<file path="src/rtl/sccb_pkg.sv">
package sccb_pkg;

   localparam int unsigned TimerWidth = 10;
   localparam int unsigned LimitWidth = 4;
   localparam int unsigned StepWidth  = 4;
   localparam int unsigned CsrWidth   = 10;

   localparam logic [1:0] ModeTick  = 2'd0;
   localparam logic [1:0] ModeWrite = 2'd1;
   localparam logic [1:0] ModeRead  = 2'd2;

   localparam logic CsrAttemptLimit = 1'b0;
   localparam logic CsrTicksPerPhase = 1'b1;

   localparam logic [LimitWidth-1:0] AttemptLimitReset = 4'd10;
   localparam logic [TimerWidth-1:0] TicksPerPhaseReset = 10'd1;

   localparam logic [StepWidth-1:0] WritePlanLength = 4'd8;
   localparam logic [StepWidth-1:0] ReadPlanLength  = 4'd12;

   typedef enum logic [2:0] {
      SegStart,
      SegSend,
      SegAck,
      SegStop,
      SegGet,
      SegNack
   } seg_kind_type;

   typedef enum logic [1:0] {
      PickDevWrite,
      PickRegister,
      PickData,
      PickDevRead
   } pick_type;

   typedef struct packed {
      seg_kind_type kind;
      pick_type     pick;
   } seg_type;

   typedef struct packed {
      logic [1:0] mode;
      logic [6:0] device_address;
      logic [7:0] register_address;
      logic [7:0] write_data;
      logic       sda_level;
   } req_type;

   typedef struct packed {
      logic       scl;
      logic       sda_out;
      logic       sda_drive;
      logic       busy_res;
      logic       done_res;
      logic [1:0] nack_count;
      logic [7:0] read_result;
   } rsp_type;

   typedef struct packed {
      logic [StepWidth-1:0]  step;
      logic [TimerWidth-1:0] timer;
      logic [3:0]            bit_cnt;
      logic [7:0]            shift_byte;
      logic [LimitWidth-1:0] attempts_left;
      logic [1:0]            nack_tally;
      logic [7:0]            received_byte;
      logic [6:0]            device_address;
      logic [7:0]            register_address;
      logic [7:0]            write_data;
      logic                  is_read;
   } state_type;

   typedef struct packed {
      logic [LimitWidth-1:0] attempt_limit;
      logic [TimerWidth-1:0] ticks_per_phase;
   } cfg_type;

   function automatic seg_type plan_entry(input logic is_read, input logic [StepWidth-1:0] idx);
      seg_type seg;
      seg = '{kind: SegStart, pick: PickDevWrite};
      if (is_read) begin
         case (idx)
            4'd0:    seg = '{kind: SegStart, pick: PickDevWrite};
            4'd1:    seg = '{kind: SegSend,  pick: PickDevWrite};
            4'd2:    seg = '{kind: SegAck,   pick: PickDevWrite};
            4'd3:    seg = '{kind: SegSend,  pick: PickRegister};
            4'd4:    seg = '{kind: SegAck,   pick: PickDevWrite};
            4'd5:    seg = '{kind: SegStop,  pick: PickDevWrite};
            4'd6:    seg = '{kind: SegStart, pick: PickDevWrite};
            4'd7:    seg = '{kind: SegSend,  pick: PickDevRead};
            4'd8:    seg = '{kind: SegAck,   pick: PickDevWrite};
            4'd9:    seg = '{kind: SegGet,   pick: PickDevWrite};
            4'd10:   seg = '{kind: SegNack,  pick: PickDevWrite};
            4'd11:   seg = '{kind: SegStop,  pick: PickDevWrite};
            default: seg = '{kind: SegStart, pick: PickDevWrite};
         endcase
      end else begin
         case (idx)
            4'd0:    seg = '{kind: SegStart, pick: PickDevWrite};
            4'd1:    seg = '{kind: SegSend,  pick: PickDevWrite};
            4'd2:    seg = '{kind: SegAck,   pick: PickDevWrite};
            4'd3:    seg = '{kind: SegSend,  pick: PickRegister};
            4'd4:    seg = '{kind: SegAck,   pick: PickDevWrite};
            4'd5:    seg = '{kind: SegSend,  pick: PickData};
            4'd6:    seg = '{kind: SegAck,   pick: PickDevWrite};
            4'd7:    seg = '{kind: SegStop,  pick: PickDevWrite};
            default: seg = '{kind: SegStart, pick: PickDevWrite};
         endcase
      end
      return seg;
   endfunction

   function automatic logic [4:0] phase_count(input seg_kind_type kind);
      logic [4:0] count;
      case (kind)
         SegStart: count = 5'd2;
         SegSend:  count = 5'd16;
         SegAck:   count = 5'd2;
         SegStop:  count = 5'd2;
         SegGet:   count = 5'd16;
         SegNack:  count = 5'd4;
         default:  count = 5'd2;
      endcase
      return count;
   endfunction

endpackage

</file>
<file path="src/rtl/sccb_chan_if.sv">
interface sccb_chan_if #(
   parameter type payload_type = logic
) ();

   logic        valid;
   logic        ready;
   payload_type payload;

   modport source (output valid, output payload, input ready);
   modport sink (input valid, input payload, output ready);

endinterface

</file>
<file path="src/rtl/sccb_step.sv">
module sccb_step (
   input  sccb_pkg::state_type cur,
   input  sccb_pkg::cfg_type   cfg,
   input  sccb_pkg::req_type   req,
   output sccb_pkg::state_type nxt,
   output sccb_pkg::rsp_type   res
);

   always_comb begin
      logic                               start;
      logic [sccb_pkg::StepWidth-1:0]     idx;
      logic [sccb_pkg::StepWidth-1:0]     plan_len;
      sccb_pkg::seg_type                  seg;
      sccb_pkg::seg_type                  nseg;
      logic [3:0]                         p;
      logic [sccb_pkg::TimerWidth-1:0]    tpp;
      logic [sccb_pkg::LimitWidth-1:0]    attempts;

      nxt = cur;
      res = '{scl: 1'b1, sda_out: 1'b1, sda_drive: 1'b1, busy_res: 1'b0, done_res: 1'b0,
              nack_count: 2'd0, read_result: 8'd0};
      idx = '0;
      seg = '{kind: sccb_pkg::SegStart, pick: sccb_pkg::PickDevWrite};
      nseg = seg;
      p = 4'd0;
      tpp = (cfg.ticks_per_phase == '0) ? sccb_pkg::TimerWidth'(1) : cfg.ticks_per_phase;
      attempts = '0;

      start = (cur.step == '0) &&
              (req.mode == sccb_pkg::ModeWrite || req.mode == sccb_pkg::ModeRead);
      if (start) begin
         nxt.is_read = (req.mode == sccb_pkg::ModeRead);
         nxt.device_address = req.device_address;
         nxt.register_address = req.register_address;
         nxt.write_data = req.write_data;
         nxt.attempts_left = (cfg.attempt_limit == '0) ? sccb_pkg::LimitWidth'(1)
                                                       : cfg.attempt_limit;
         nxt.nack_tally = 2'd0;
         nxt.step = sccb_pkg::StepWidth'(1);
         nxt.bit_cnt = 4'd0;
         nxt.timer = '0;
      end

      plan_len = nxt.is_read ? sccb_pkg::ReadPlanLength : sccb_pkg::WritePlanLength;

      if (nxt.step != '0) begin
         idx = nxt.step - sccb_pkg::StepWidth'(1);
         seg = sccb_pkg::plan_entry(nxt.is_read, idx);
         p = nxt.bit_cnt;
         res.busy_res = 1'b1;
         case (seg.kind)
            sccb_pkg::SegStart: begin
               res.scl = 1'b1;
               res.sda_out = (p == 4'd0);
            end
            sccb_pkg::SegSend: begin
               res.scl = p[0];
               res.sda_out = nxt.shift_byte[7];
            end
            sccb_pkg::SegAck, sccb_pkg::SegGet: begin
               res.scl = p[0];
               res.sda_out = 1'b0;
               res.sda_drive = 1'b0;
            end
            sccb_pkg::SegStop: begin
               res.scl = (p != 4'd0);
               res.sda_out = (p != 4'd0);
            end
            default: begin
               res.scl = (p == 4'd2);
               res.sda_out = 1'b1;
            end
         endcase

         if ({1'b0, nxt.timer} + 11'd1 < {1'b0, tpp}) begin
            nxt.timer = nxt.timer + sccb_pkg::TimerWidth'(1);
         end else begin
            nxt.timer = '0;
            if (seg.kind == sccb_pkg::SegAck && p == 4'd1 && req.sda_level &&
                nxt.nack_tally != 2'd3) begin
               nxt.nack_tally = nxt.nack_tally + 2'd1;
            end
            if (seg.kind == sccb_pkg::SegSend && p[0]) begin
               nxt.shift_byte = {nxt.shift_byte[6:0], 1'b0};
            end
            if (seg.kind == sccb_pkg::SegGet && p[0]) begin
               nxt.shift_byte = {nxt.shift_byte[6:0], req.sda_level};
            end
            if ({1'b0, p} + 5'd1 < sccb_pkg::phase_count(seg.kind)) begin
               nxt.bit_cnt = p + 4'd1;
            end else begin
               if (seg.kind == sccb_pkg::SegGet) begin
                  nxt.received_byte = nxt.shift_byte;
               end
               if (idx + sccb_pkg::StepWidth'(1) < plan_len) begin
                  nseg = sccb_pkg::plan_entry(nxt.is_read, idx + sccb_pkg::StepWidth'(1));
                  nxt.step = idx + sccb_pkg::StepWidth'(2);
                  nxt.bit_cnt = 4'd0;
                  if (nseg.kind == sccb_pkg::SegSend) begin
                     case (nseg.pick)
                        sccb_pkg::PickDevWrite: nxt.shift_byte = {nxt.device_address, 1'b0};
                        sccb_pkg::PickRegister: nxt.shift_byte = nxt.register_address;
                        sccb_pkg::PickData:     nxt.shift_byte = nxt.write_data;
                        default:                nxt.shift_byte = {nxt.device_address, 1'b1};
                     endcase
                  end
               end else begin
                  attempts = nxt.attempts_left;
                  if (attempts != '0) begin
                     attempts = attempts - sccb_pkg::LimitWidth'(1);
                  end
                  nxt.attempts_left = attempts;
                  if (nxt.nack_tally == 2'd0 || attempts == '0) begin
                     nxt.step = '0;
                     nxt.bit_cnt = 4'd0;
                     res.done_res = 1'b1;
                  end else begin
                     nxt.nack_tally = 2'd0;
                     nxt.step = sccb_pkg::StepWidth'(1);
                     nxt.bit_cnt = 4'd0;
                  end
               end
            end
         end
      end

      res.nack_count = nxt.nack_tally;
      res.read_result = nxt.received_byte;
   end

endmodule

</file>
<file path="src/rtl/sccb_register_master.sv">
// Channel   Role    Payload                                          Transfer when
// req_if    sink    mode, device_address, register_address,          valid && ready
//                   write_data, sda_level (one bus tick per item)
// rsp_if    source  scl, sda_out, sda_drive, busy_res, done_res,     valid && ready
//                   nack_count, read_result (one per request)
// csr_*     write   csr_index 0 attempt_limit, 1 ticks_per_phase     csr_write_enable
//
// Each request transfer yields its response in the next cycle; one request per cycle is sustained
// unless rsp_if stalls. Sequencer state and response register update together on each transfer.
// Reset returns the sequencer to idle and the registers to a limit of 10 attempts, 1 tick per phase.
// While a response waits on a stalled rsp_if, req_if.ready is low; otherwise it is high.
module sccb_register_master (
   input  logic                                   clock,
   input  logic                                   reset,
   sccb_chan_if.sink                              req_if,
   sccb_chan_if.source                            rsp_if,
   input  logic                                   csr_write_enable,
   input  logic                                   csr_index,
   input  logic [sccb_pkg::CsrWidth-1:0]          csr_write_data
);

   sccb_pkg::state_type state_ff;
   sccb_pkg::state_type state_in;
   sccb_pkg::cfg_type   cfg_ff;
   sccb_pkg::rsp_type   rsp_payload_ff;
   sccb_pkg::rsp_type   rsp_payload_in;
   logic                rsp_valid_ff;
   logic                req_take;

   assign req_if.ready = !rsp_valid_ff || rsp_if.ready;
   assign req_take = req_if.valid && req_if.ready;
   assign rsp_if.valid = rsp_valid_ff;
   assign rsp_if.payload = rsp_payload_ff;

   sccb_step u_step (
      .cur (state_ff),
      .cfg (cfg_ff),
      .req (req_if.payload),
      .nxt (state_in),
      .res (rsp_payload_in)
   );

   always_ff @(posedge clock) begin
      if (reset) begin
         state_ff <= '0;
         rsp_valid_ff <= 1'b0;
         cfg_ff.attempt_limit <= sccb_pkg::AttemptLimitReset;
         cfg_ff.ticks_per_phase <= sccb_pkg::TicksPerPhaseReset;
      end else begin
         if (req_take) begin
            state_ff <= state_in;
            rsp_payload_ff <= rsp_payload_in;
            rsp_valid_ff <= 1'b1;
         end else if (rsp_if.ready) begin
            rsp_valid_ff <= 1'b0;
         end
         if (csr_write_enable) begin
            case (csr_index)
               sccb_pkg::CsrAttemptLimit:
                  cfg_ff.attempt_limit <= csr_write_data[sccb_pkg::LimitWidth-1:0];
               sccb_pkg::CsrTicksPerPhase:
                  cfg_ff.ticks_per_phase <= csr_write_data[sccb_pkg::TimerWidth-1:0];
               default: ;
            endcase
         end
      end
   end

   a_step_range: assert property (@(posedge clock) disable iff (reset)
      state_ff.step <= sccb_pkg::ReadPlanLength)
      else $error("Sequence step is beyond the read plan.");

   a_idle_counters: assert property (@(posedge clock) disable iff (reset)
      (state_ff.step == '0) |-> (state_ff.bit_cnt == 4'd0 && state_ff.timer == '0))
      else $error("Idle sequencer holds a nonzero bit or phase count.");

   a_done_busy: assert property (@(posedge clock) disable iff (reset)
      (rsp_valid_ff && rsp_payload_ff.done_res) |-> rsp_payload_ff.busy_res)
      else $error("Done reported on a tick that is not busy.");

   a_idle_pins: assert property (@(posedge clock) disable iff (reset)
      (rsp_valid_ff && !rsp_payload_ff.busy_res) |->
      (rsp_payload_ff.scl && rsp_payload_ff.sda_out && rsp_payload_ff.sda_drive))
      else $error("Bus lines not released high while idle.");

   a_done_idle: assert property (@(posedge clock) disable iff (reset)
      (req_take && rsp_payload_in.done_res) |=> (state_ff.step == '0))
      else $error("Sequencer left running after a finished transfer.");

endmodule

</file>
<file path="src/flat_wrapper.sv">
// flat-port wrapper written by rule: the top's interface ports become plain ports
module sccb_register_master_flat 
  (clock, reset, csr_write_enable, csr_index, csr_write_data, req_if_valid, req_if_payload, req_if_ready, rsp_if_valid, rsp_if_payload, rsp_if_ready);
  sccb_chan_if #(.payload_type(sccb_pkg::req_type)) req_if_i ();
  sccb_chan_if #(.payload_type(sccb_pkg::rsp_type)) rsp_if_i ();
  input  logic clock;
  input  logic reset;
  input  logic csr_write_enable;
  input  logic csr_index;
  input  logic [sccb_pkg::CsrWidth-1:0] csr_write_data;
  input wire logic [$bits(req_if_i.valid)-1:0] req_if_valid;
  input wire logic [$bits(req_if_i.payload)-1:0] req_if_payload;
  output wire logic [$bits(req_if_i.ready)-1:0] req_if_ready;
  output wire logic [$bits(rsp_if_i.valid)-1:0] rsp_if_valid;
  output wire logic [$bits(rsp_if_i.payload)-1:0] rsp_if_payload;
  input wire logic [$bits(rsp_if_i.ready)-1:0] rsp_if_ready;
  assign req_if_i.valid = req_if_valid;
  assign req_if_i.payload = req_if_payload;
  assign req_if_ready = req_if_i.ready;
  assign rsp_if_valid = rsp_if_i.valid;
  assign rsp_if_payload = rsp_if_i.payload;
  assign rsp_if_i.ready = rsp_if_ready;
  sccb_register_master u_core (.clock(clock), .reset(reset), .req_if(req_if_i), .rsp_if(rsp_if_i), .csr_write_enable(csr_write_enable), .csr_index(csr_index), .csr_write_data(csr_write_data));
endmodule
</file>
<file path="config.mk">
export PLATFORM = sky130hd
export DESIGN_NAME = sccb_register_master_flat
export DESIGN_NICKNAME = d
export VERILOG_FILES = /design/src/rtl/sccb_pkg.sv /design/src/rtl/sccb_chan_if.sv /design/src/rtl/sccb_step.sv /design/src/rtl/sccb_register_master.sv /design/src/flat_wrapper.sv
export SDC_FILE = /design/constraint.sdc
export NUM_CORES = 1
export LEC_CHECK = 0
export ABC_AREA = 1
export BUFFER_PORTS_ARGS = -buffer_cell sky130_fd_sc_hd__buf_2
export CAP_MARGIN = 30
export CORE_MARGIN = 1.5
export CORE_UTILIZATION = 50
export CTS_CLUSTER_SIZE = 8
export DETAILED_ROUTE_END_ITERATION = 8
export GPL_ROUTABILITY_DRIVEN = 0
export PLACE_DENSITY = 0.68
export SKIP_LAST_GASP = 1
export SLEW_MARGIN = 20
export SYNTH_ARGS = -nofsm -noshare
export SYNTH_HDL_FRONTEND = slang
export SYNTH_SLANG_ARGS = --single-unit
</file>
<file path="constraint.sdc">
create_clock -name clock -period 4.4 [get_ports clock]
set_input_delay 0.44 -clock clock [delete_from_list [all_inputs] [get_ports clock]]
set_output_delay 0.44 -clock clock [all_outputs]
set_load 0.01 [all_outputs]
</file>
==> results.txt, run 1 <==
----------------------------------------------------
[Finish]
  Finished Core Util ... 0.5743
  Number of antenna repair diodes ... 0
  Area grow syn2layout ... 11.45%
  Fill count ... 1,127
  Final layout net count ... roughly 1,000
  Fraction of layout cells with a size suffix above 1 ... 0.1396

[Die]
  Core Rows ... 39
  Die Wd ... 111.9 um
  I/O pins ... 59
  Placeable Area ... 11,520 sq um
  Floorplan die area ... 12,530 sq um
  Chip Height ... 111.9 um
  Starting Density ... 0.5153

[CTS]
  Buffers inserted by post-CTS timing repair ... 0
  Register clock-pin slew on the reported worst setup and hold paths ... 0.07 ns
  Post_cts resized ... 0
  H-tree level count ... 3
  Clk sink count ... 94
  CTS tree ... yes
  Clock buffer depth ... 2
  Root buffer cell ... sky130_fd_sc_hd__clkbuf_16
  Skew-Pair Late Insertion Delay ... around 0.35 ns
  CTS Hold Buffers Added ... 0
  Number of clock buffers inserted by TritonCTS ... 9

[Critical path]
  Most used cell along the critical path ... sky130_fd_sc_hd__inv_1
  Setup crit start ... u_core.state_ff[61]$_SDFFE_PP0P_
  CP Launch Type ... flop
  Data required, critical path ... 4.65 ns
  CP Max Fanout ... 29
  Cells along the critical path ... nor2_4 > nand3_4 > buf_4 > nand2_2 > nor2_1 > inv_1 > nor2_1 > nand3_1 > nor3_1 > xor2_1 > ha_1 > inv_1 > o211ai_1 > inv_1 > nand2_1 > inv_1 > nand2_2 > nand2_1 > inv_1 > o21ai_0 > a21oi_1 > nor2_1
  WP buf/inv ... 6
  Logic depth of the worst path, buffers included ... 22
  Crit path max-delay cell type ... sky130_fd_sc_hd__dfxtp_1
  End of the critical path ... u_core.state_ff[41]$_SDFFE_PP0P_
  Reg2reg path depth ... 22
  Setup slack of the most critical reg-to-reg path ... 0.47 ns
  Worst setup EP type ... flop
  Arrival time of data at the critical path endpoint ... 4.18 ns
  Reg2reg start ... u_core.state_ff[61]$_SDFFE_PP0P_
  End of the worst register-to-register path ... u_core.state_ff[41]$_SDFFE_PP0P_
  Start-to-end type of the worst setup path ... flop to flop
  Slowest stage delay, CP ... 0.54 ns
  Kind of cell adding the most delay to the critical path ... simple AND/OR/NAND/NOR gates

[Min path]
  Hold Crit Class ... input pin to flop

[Timing]
  Total setup violations reported at the end of the flow ... 0
  Final hold viol count ... 0
  Worst-case headroom to the max-slew limit ... 0.5945
  Slew Viols, Final ... 0
  Worst hold slack across all endpoints ... approximately 0.32 ns
  Worst-Margin Slew ... a little over 0.6 ns
  TNS Setup ... 0 ns
  RSZ-0062 raised after global routing ... false
  Worst setup skew after layout ... 0.008551 ns
  Time the final worst path needs with I/O delays and setup ... 3.928 ns
  Final critical-path share of the clock period ... 0.8926
  Maximum clock frequency ... around 250 MHz
  Slack of the critical path ... about 0.47 ns

[Synthesis]
  Synth warn ... 0
  Instance count of the mapped netlist ... roughly 880
  Number of unique standard cell types used by synthesis ... 42
  Net count after synthesis ... ~940
  Top_reg_cell synth ... sky130_fd_sc_hd__dfxtp_1
  Proportion of synthesized chip area in sequential cells ... 0.3424
  Area fraction of the dominant cell type after synthesis ... 0.2665
  Mean instance size in the synthesized netlist ... approximately 6.8 sq um
  Number of flops mapped to enable cells by yosys ... 15
  Total of flip-flops plus latches after synthesis ... 94
  Proportion of synthesized flip-flops having asynchronous set or reset ... 0
  Area leader, netlist ... sky130_fd_sc_hd__dfxtp_1
  Dominant cells by area after synthesis ... sky130_fd_sc_hd__dfxtp_1 27%, sky130_fd_sc_hd__nand2_1 14%, sky130_fd_sc_hd__inv_1 8.2%, sky130_fd_sc_hd__edfxtp_1 7.6%, sky130_fd_sc_hd__a21oi_1 5.4%
  Mapped Area ... ~5900 sq um

[Run]
  Number of maximum-capacitance constraint violations ... 0

[Placed design]
  Half-perimeter wire length after detailed placement ... 9857 um
  Number of buffers inserted by port buffering ... 58
  Worst setup slack before clock tree synthesis ... roughly 0.17 ns

[GRT]
  Total congestion overflow after global routing ... 0
  Largest net degree at the start of global routing ... 42
  Number of global-route vias before repair ... approximately 4.9k
  Wire length of the first global-routing pass ... 23,240 um
  Combined global-route utilization of all metal layers ... 0.2277
  Antenna violations before repair ... 0

[Route]
  Count of unresolved DRC violations after routing ... 8
  Mean routed wirelength per cell ... 12.81 um
  Violation count after the first detailed-route iteration ... around 350
  Total length of routed wires ... 13,670 um
  Detailed-route vias per instance ... just over 5
  Number of optimization iterations in the first detailed-route pass ... 8
  Total via count after detailed routing ... 5,490
  Antenna violation net count after detailed routing ... 0

[Outcome]
  Failing checks ... design-rule violations
  Run status ... complete, but fails checks

[Power and ir drop]
  Worst ir drop on vdd ... between 0.0002 and 0.0003 V
  Reported leakage power ... between 0.003 and 0.004 uW
  Power per unit of standard cell area ... 467.1 nW/um^2

----------------------------------------------------
## synth_stat cells (5+ instances only)
library cell,n
sky130_fd_sc_hd__a21oi_1,64
sky130_fd_sc_hd__edfxtp_1,15
sky130_fd_sc_hd__o21ai_1,15
sky130_fd_sc_hd__xor2_1,6
sky130_fd_sc_hd__buf_4,5
sky130_fd_sc_hd__clkbuf_1,25
sky130_fd_sc_hd__and2_1,5
sky130_fd_sc_hd__o211ai_1,25
sky130_fd_sc_hd__nor2_1,69
sky130_fd_sc_hd__nand4_1,13
sky130_fd_sc_hd__ha_1,22
sky130_fd_sc_hd__inv_1,130
sky130_fd_sc_hd__buf_6,5
sky130_fd_sc_hd__mux2i_1,7
sky130_fd_sc_hd__dfxtp_1,79
sky130_fd_sc_hd__nand3_1,37
sky130_fd_sc_hd__o21ai_0,64
sky130_fd_sc_hd__inv_2,9
sky130_fd_sc_hd__nor3_1,5
sky130_fd_sc_hd__o22ai_1,7
sky130_fd_sc_hd__nand2_1,214
sky130_fd_sc_hd__a31oi_1,8
sky130_fd_sc_hd__nor2_4,5
sky130_fd_sc_hd__nand2_2,11
## stage by stage
step                power, uW  std cells  instance area, sq um
floorplan                2014        877                  5934
global placement         2241       1049                  6264
detailed placement       2255       1050                  6284
CTS                      3106       1066                  6599
global route             3337       1067                  6614
finish                   3089       1067                  6614
## layout by cell type (no fill, tap or decap), types with 2 or more instances in the layout
cell / n
sky130_fd_sc_hd__nand2_1: 214
sky130_fd_sc_hd__inv_1: 130
sky130_fd_sc_hd__dfxtp_1: 79
sky130_fd_sc_hd__nor2_1: 69
sky130_fd_sc_hd__o21ai_0: 64
sky130_fd_sc_hd__a21oi_1: 64
sky130_fd_sc_hd__buf_2: 58
sky130_fd_sc_hd__nand3_1: 37
sky130_fd_sc_hd__o211ai_1: 25
sky130_fd_sc_hd__ha_1: 22
sky130_fd_sc_hd__o21ai_1: 15
sky130_fd_sc_hd__edfxtp_1: 15
sky130_fd_sc_hd__nand4_1: 13
sky130_fd_sc_hd__nand2_2: 11
sky130_fd_sc_hd__inv_2: 10
sky130_fd_sc_hd__clkbuf_16: 9
sky130_fd_sc_hd__a31oi_1: 8
sky130_fd_sc_hd__mux2i_1: 7
sky130_fd_sc_hd__o22ai_1: 7
sky130_fd_sc_hd__buf_4: 7
sky130_fd_sc_hd__xor2_1: 6
sky130_fd_sc_hd__nor3_1: 5
sky130_fd_sc_hd__nor2_4: 5
sky130_fd_sc_hd__and2_1: 5
sky130_fd_sc_hd__nor2_2: 4
sky130_fd_sc_hd__nand3_2: 4
sky130_fd_sc_hd__o21ai_2: 4
sky130_fd_sc_hd__nand2_4: 3
sky130_fd_sc_hd__or2_2: 2
sky130_fd_sc_hd__xnor2_1: 2
sky130_fd_sc_hd__nand4_2: 2
sky130_fd_sc_hd__bufinv_16: 2
sky130_fd_sc_hd__inv_6: 2
sky130_fd_sc_hd__clkbuf_1: 2
## flip-flops by register name, summed over array words and instances, names as in the netlist
| name | flops |
|---|---|
| u_core.rsp_if.valid | 1 |
| u_core.rsp_if.payload | 15 |
| u_core.cfg_ff | 14 |
| u_core.state_ff | 64 |
## worst reg2reg max path: stages, from the launching register on
cell and delay [ns]:
sky130_fd_sc_hd__dfxtp_1 0.54, sky130_fd_sc_hd__nor2_4 0.09, sky130_fd_sc_hd__nand3_4 0.20, sky130_fd_sc_hd__buf_4 0.38
sky130_fd_sc_hd__nand2_2 0.11, sky130_fd_sc_hd__nor2_1 0.10, sky130_fd_sc_hd__inv_1 0.06, sky130_fd_sc_hd__nor2_1 0.18
sky130_fd_sc_hd__nand3_1 0.14, sky130_fd_sc_hd__nor3_1 0.21, sky130_fd_sc_hd__xor2_1 0.12, sky130_fd_sc_hd__ha_1 0.33
sky130_fd_sc_hd__inv_1 0.04, sky130_fd_sc_hd__o211ai_1 0.16, sky130_fd_sc_hd__inv_1 0.05, sky130_fd_sc_hd__nand2_1 0.07
sky130_fd_sc_hd__inv_1 0.05, sky130_fd_sc_hd__nand2_2 0.22, sky130_fd_sc_hd__nand2_1 0.14, sky130_fd_sc_hd__inv_1 0.27
sky130_fd_sc_hd__o21ai_0 0.16, sky130_fd_sc_hd__a21oi_1 0.14, sky130_fd_sc_hd__nor2_1 0.05
## layout make-up
class	count	area, sq um	share of cell area
Timing Repair Buffer	67	377.9	0.05713
Tap cell	143	178.9	0.02705
Clock inverter	5	82.58	0.01249
Multi-Input combinational cell	606	3178	0.4805
Sequential cell	94	2032	0.3072
Inverter	141	531.8	0.08040
Clock buffer	11	232.7	0.03519
## how the worst min path moves through the flow
| stage | endpoint | slack (ns) | from | cells past startpoint |
|---|---|---|---|---|
| floorplan | u_core.state_ff[34]$_SDFFE_PP0P_ | 0.44 | u_core.state_ff[34]$_SDFFE_PP0P_ | 2 |
| global placement | u_core.state_ff[36]$_SDFFE_PP0P_ | 0.46 | u_core.state_ff[36]$_SDFFE_PP0P_ | 2 |
| detailed placement | u_core.state_ff[34]$_SDFFE_PP0P_ | 0.46 | u_core.state_ff[34]$_SDFFE_PP0P_ | 2 |
| CTS | u_core.cfg_ff[11]$_SDFFE_PP1P_ | 0.31 | csr_write_data[1] | 3 |
| global route | u_core.cfg_ff[11]$_SDFFE_PP1P_ | 0.33 | csr_write_data[1] | 3 |
| finish | u_core.cfg_ff[13]$_SDFFE_PP1P_ | 0.32 | csr_write_data[3] | 3 |
## power breakdown
| group | internal (uW) | switching, uW | total [uW] |
|---|---|---|---|
| sequential | 973 | 58.9 | 1030 |
| combinational | 396 | 817 | 1210 |
| clock | 502 | 342 | 844 |
## layer usage
metal | wire length (um) | GRT usage | part of all wire | up-vias
met1 | 6830 | 0.3154 | 0.50 | 2413
met3 | 682 | 0.04355 | 0.050 | 17
met5 | 0 | 0 | 0 | -
met2 | 5970 | 0.3601 | 0.44 | 131
met4 | 184 | 0.07257 | 0.013 | 0
li1 | - | - | - | 2929
## cells by family (layout without fill, tap and decap cells)
group	count (synthesis)	count (layout)	share of synthesized area
compound gates	190	190	0.1782
simple gates	379	379	0.2874
xor+xnor	8	8	0.01181
flops	94	94	0.3424
fa+ha+maj	22	22	0.04638
buf+inv	177	224	0.1221
mux	7	7	0.01181
No activity file was read; power rests on OpenSTA's default activity.
==> run 2, diff against run 1 <==
--- a/config.mk
+++ b/config.mk
@@ -14,5 +14,7 @@
 export DETAILED_ROUTE_END_ITERATION = 8
 export GPL_ROUTABILITY_DRIVEN = 0
+export HOLD_SLACK_MARGIN = 0.02
 export PLACE_DENSITY = 0.68
+export SETUP_SLACK_MARGIN = 0.05
 export SKIP_LAST_GASP = 1
 export SLEW_MARGIN = 20
==> constraint.sdc (replaced) <==
create_clock -name clock -period 4.4 [get_ports clock]
set_input_delay 0.44 -clock clock [delete_from_list [all_inputs] [get_ports clock]]
set_output_delay 0.44 -clock clock [all_outputs]
set_load 0.05 [all_outputs]
==> results.txt, run 2 (synthesis gave the netlist of run 1 again) <==
----------------------------------------------------
[Outcome]
  Run status ... complete, but fails checks
  Failing checks ... design-rule violations

[Power and ir drop]
  Reported leakage power ... between 0.003 and 0.004 uW
  Proportion of total power due to net switching ... 0.4014
  Part of the power in combinational logic ... 0.400
  Net switching power ... 1256 uW
  Worst ir drop on vdd ... ~0.00029 V
  Flop pwr share ... 0.330
  Clk network pwr share ... 0.270
  Cell internal pwr ... 1873 uW
  Power per unit of standard cell area ... approximately 470 nW/um^2

[Critical path]
  Setup slack of the most critical reg-to-reg path ... 0.57 ns
  Data required, critical path ... ~4.7 ns
  End of the critical path ... u_core.state_ff[41]$_SDFFE_PP0P_
  Reg2reg path depth ... 22
  End of the worst register-to-register path ... u_core.state_ff[41]$_SDFFE_PP0P_
  Arrival time of data at the critical path endpoint ... 4.08 ns
  Start-to-end type of the worst setup path ... flop to flop
  Worst setup EP type ... flop
  CP Max Fanout ... 29
  Reg2reg start ... u_core.state_ff[61]$_SDFFE_PP0P_
  CP Launch Type ... flop
  Setup crit start ... u_core.state_ff[61]$_SDFFE_PP0P_

[CTS]
  Buffers inserted by post-CTS timing repair ... 0
  Root buffer cell ... sky130_fd_sc_hd__clkbuf_16
  Skew-Pair Late Insertion Delay ... 0.35 ns
  Clock buffer depth ... 2
  H-tree level count ... 3
  Register clock-pin slew on the reported worst setup and hold paths ... 0.07 ns
  CTS Hold Buffers Added ... 0
  CTS tree ... yes
  Post_cts resized ... 0
  Clk sink count ... 94
  Number of clock buffers inserted by TritonCTS ... 9

[Timing]
  Time the final worst path needs with I/O delays and setup ... 3.833 ns
  Slew Viols, Final ... 0
  Total setup violations reported at the end of the flow ... 0
  TNS Setup ... 0 ns
  Maximum clock frequency ... 260.9 MHz
  RSZ-0062 raised after global routing ... false
  Worst-Margin Slew ... 0.6069 ns
  Final critical-path share of the clock period ... 0.8711
  Worst setup skew after layout ... 0.008538 ns
  Worst-case headroom to the max-slew limit ... 0.5950
  Final hold viol count ... 0

[GRT]
  Largest net degree at the start of global routing ... 42
  Combined global-route utilization of all metal layers ... 0.2277
  Wire length of the first global-routing pass ... 23,240 um
  Antenna violations before repair ... 0
  Total congestion overflow after global routing ... 0
  Number of global-route vias before repair ... a little under 5k

[Finish]
  Flip-flop count of the largest register after layout ... 64
  Area grow syn2layout ... 11.51%
  Final layout net count ... 983
  Commonest cells after routing, fill and taps aside ... 214 x sky130_fd_sc_hd__nand2_1, 130 x sky130_fd_sc_hd__inv_1, 79 x sky130_fd_sc_hd__dfxtp_1
  Number of antenna repair diodes ... 0
  Final Cell Area ... 6618 sq um
  Fraction of layout cells with a size suffix above 1 ... 0.1396
  Reg with most FFs ... u_core.state_ff
  Most common library cell in the layout ignoring fill and taps ... sky130_fd_sc_hd__nand2_1

[Route]
  Total length of routed wires ... 13,670 um
  Count of unresolved DRC violations after routing ... 8
  Antenna violation net count after detailed routing ... 0
  Number of optimization iterations in the first detailed-route pass ... 7
  Mean routed wirelength per cell ... 12.81 um
  Violation count after the first detailed-route iteration ... 354
  Detailed-route vias per instance ... 5.148
  Total via count after detailed routing ... 5,493

[Die]
  Die Wd ... around 110 um
  Core Rows ... 39
  Placeable Area ... 11,520 sq um
  Floorplan die area ... 12,530 sq um
  I/O pins ... 59
  Starting Density ... 0.5153
  Chip Height ... 111.9 um

[Min path]
  Hold Crit Class ... input pin to flop

[Run]
  Number of maximum-capacitance constraint violations ... 0

[Placed design]
  Dpl cell area ... 6284 sq um
  Number of buffers inserted by port buffering ... 58
  Half-perimeter wire length after detailed placement ... between 9000 and 10,000 um

----------------------------------------------------
run 2: power groups by stage:
stage	Clock (uW)	Combinational [uW]	Sequential, uW
finish	844	1250	1030
floorplan	0	979	1070
detailed placement	0	1240	1050
CTS	865	1250	1030
global placement	0	1230	1050
global route	904	1430	1040
run 2: cell type report:
cell class | count | area [sq um]
Clock buffer | 11 | 232.7
Clock inverter | 5 | 82.58
Fill cell | 1125 | 4898
Inverter | 141 | 531.8
Multi-Input combinational cell | 606 | 3178
Sequential cell | 94 | 2032
Tap cell | 143 | 178.9
Timing Repair Buffer | 67 | 381.6
run 2: worst min path at each step:
stage / slack, ns / from / endpoint / cells past startpoint
floorplan: 0.44 / u_core.state_ff[34]$_SDFFE_PP0P_ / u_core.state_ff[34]$_SDFFE_PP0P_ / 2
global placement: 0.46 / u_core.state_ff[36]$_SDFFE_PP0P_ / u_core.state_ff[36]$_SDFFE_PP0P_ / 2
detailed placement: 0.46 / u_core.state_ff[34]$_SDFFE_PP0P_ / u_core.state_ff[34]$_SDFFE_PP0P_ / 2
CTS: 0.31 / csr_write_data[1] / u_core.cfg_ff[11]$_SDFFE_PP1P_ / 3
global route: 0.33 / csr_write_data[1] / u_core.cfg_ff[11]$_SDFFE_PP1P_ / 3
finish: 0.32 / csr_write_data[3] / u_core.cfg_ff[13]$_SDFFE_PP1P_ / 3
run 2: critical path, cell delays in order (launching register included):
cell	delay, ns
sky130_fd_sc_hd__dfxtp_1	0.54
sky130_fd_sc_hd__nor2_4	0.09
sky130_fd_sc_hd__nand3_4	0.20
sky130_fd_sc_hd__buf_6	0.29
sky130_fd_sc_hd__nand2_2	0.10
sky130_fd_sc_hd__nor2_1	0.10
sky130_fd_sc_hd__inv_1	0.06
sky130_fd_sc_hd__nor2_1	0.18
sky130_fd_sc_hd__nand3_1	0.14
sky130_fd_sc_hd__nor3_1	0.21
sky130_fd_sc_hd__xor2_1	0.12
sky130_fd_sc_hd__ha_1	0.33
sky130_fd_sc_hd__inv_1	0.04
sky130_fd_sc_hd__o211ai_1	0.16
sky130_fd_sc_hd__inv_1	0.05
sky130_fd_sc_hd__nand2_1	0.07
sky130_fd_sc_hd__inv_1	0.05
sky130_fd_sc_hd__nand2_2	0.22
sky130_fd_sc_hd__nand2_1	0.14
sky130_fd_sc_hd__inv_1	0.27
sky130_fd_sc_hd__o21ai_0	0.16
sky130_fd_sc_hd__a21oi_1	0.14
sky130_fd_sc_hd__nor2_1	0.05
run 2: metrics by stage:
| stage | utilization | std cells | power, uW | hold WS, ns | setup slack, ns |
|---|---|---|---|---|---|
| 2_1_floorplan | - | 877 | 2052 | 0.4406 | 0.9564 |
| 3_3_place_gp | 0.5439 | 1049 | 2279 | 0.4551 | 0.3083 |
| 3_5_place_dp | 0.5456 | 1050 | 2293 | 0.4595 | 0.1674 |
| 4_1_cts | 0.5730 | 1066 | 3144 | 0.3120 | 0.4880 |
| 5_1_grt | 0.5746 | 1067 | 3377 | 0.3259 | 0.1227 |
| 6_report | 0.5746 | 1067 | 3128 | 0.3224 | 0.5673 |
run 2: metal layers:
metal	vias up	routed length [um]	share of wire	GRT usage
met5	-	0	0	0
met4	0	184	0.013	0.07257
met1	2418	6860	0.50	0.3154
li1	2929	-	-	-
met2	129	5966	0.44	0.3601
met3	17	658	0.048	0.04355
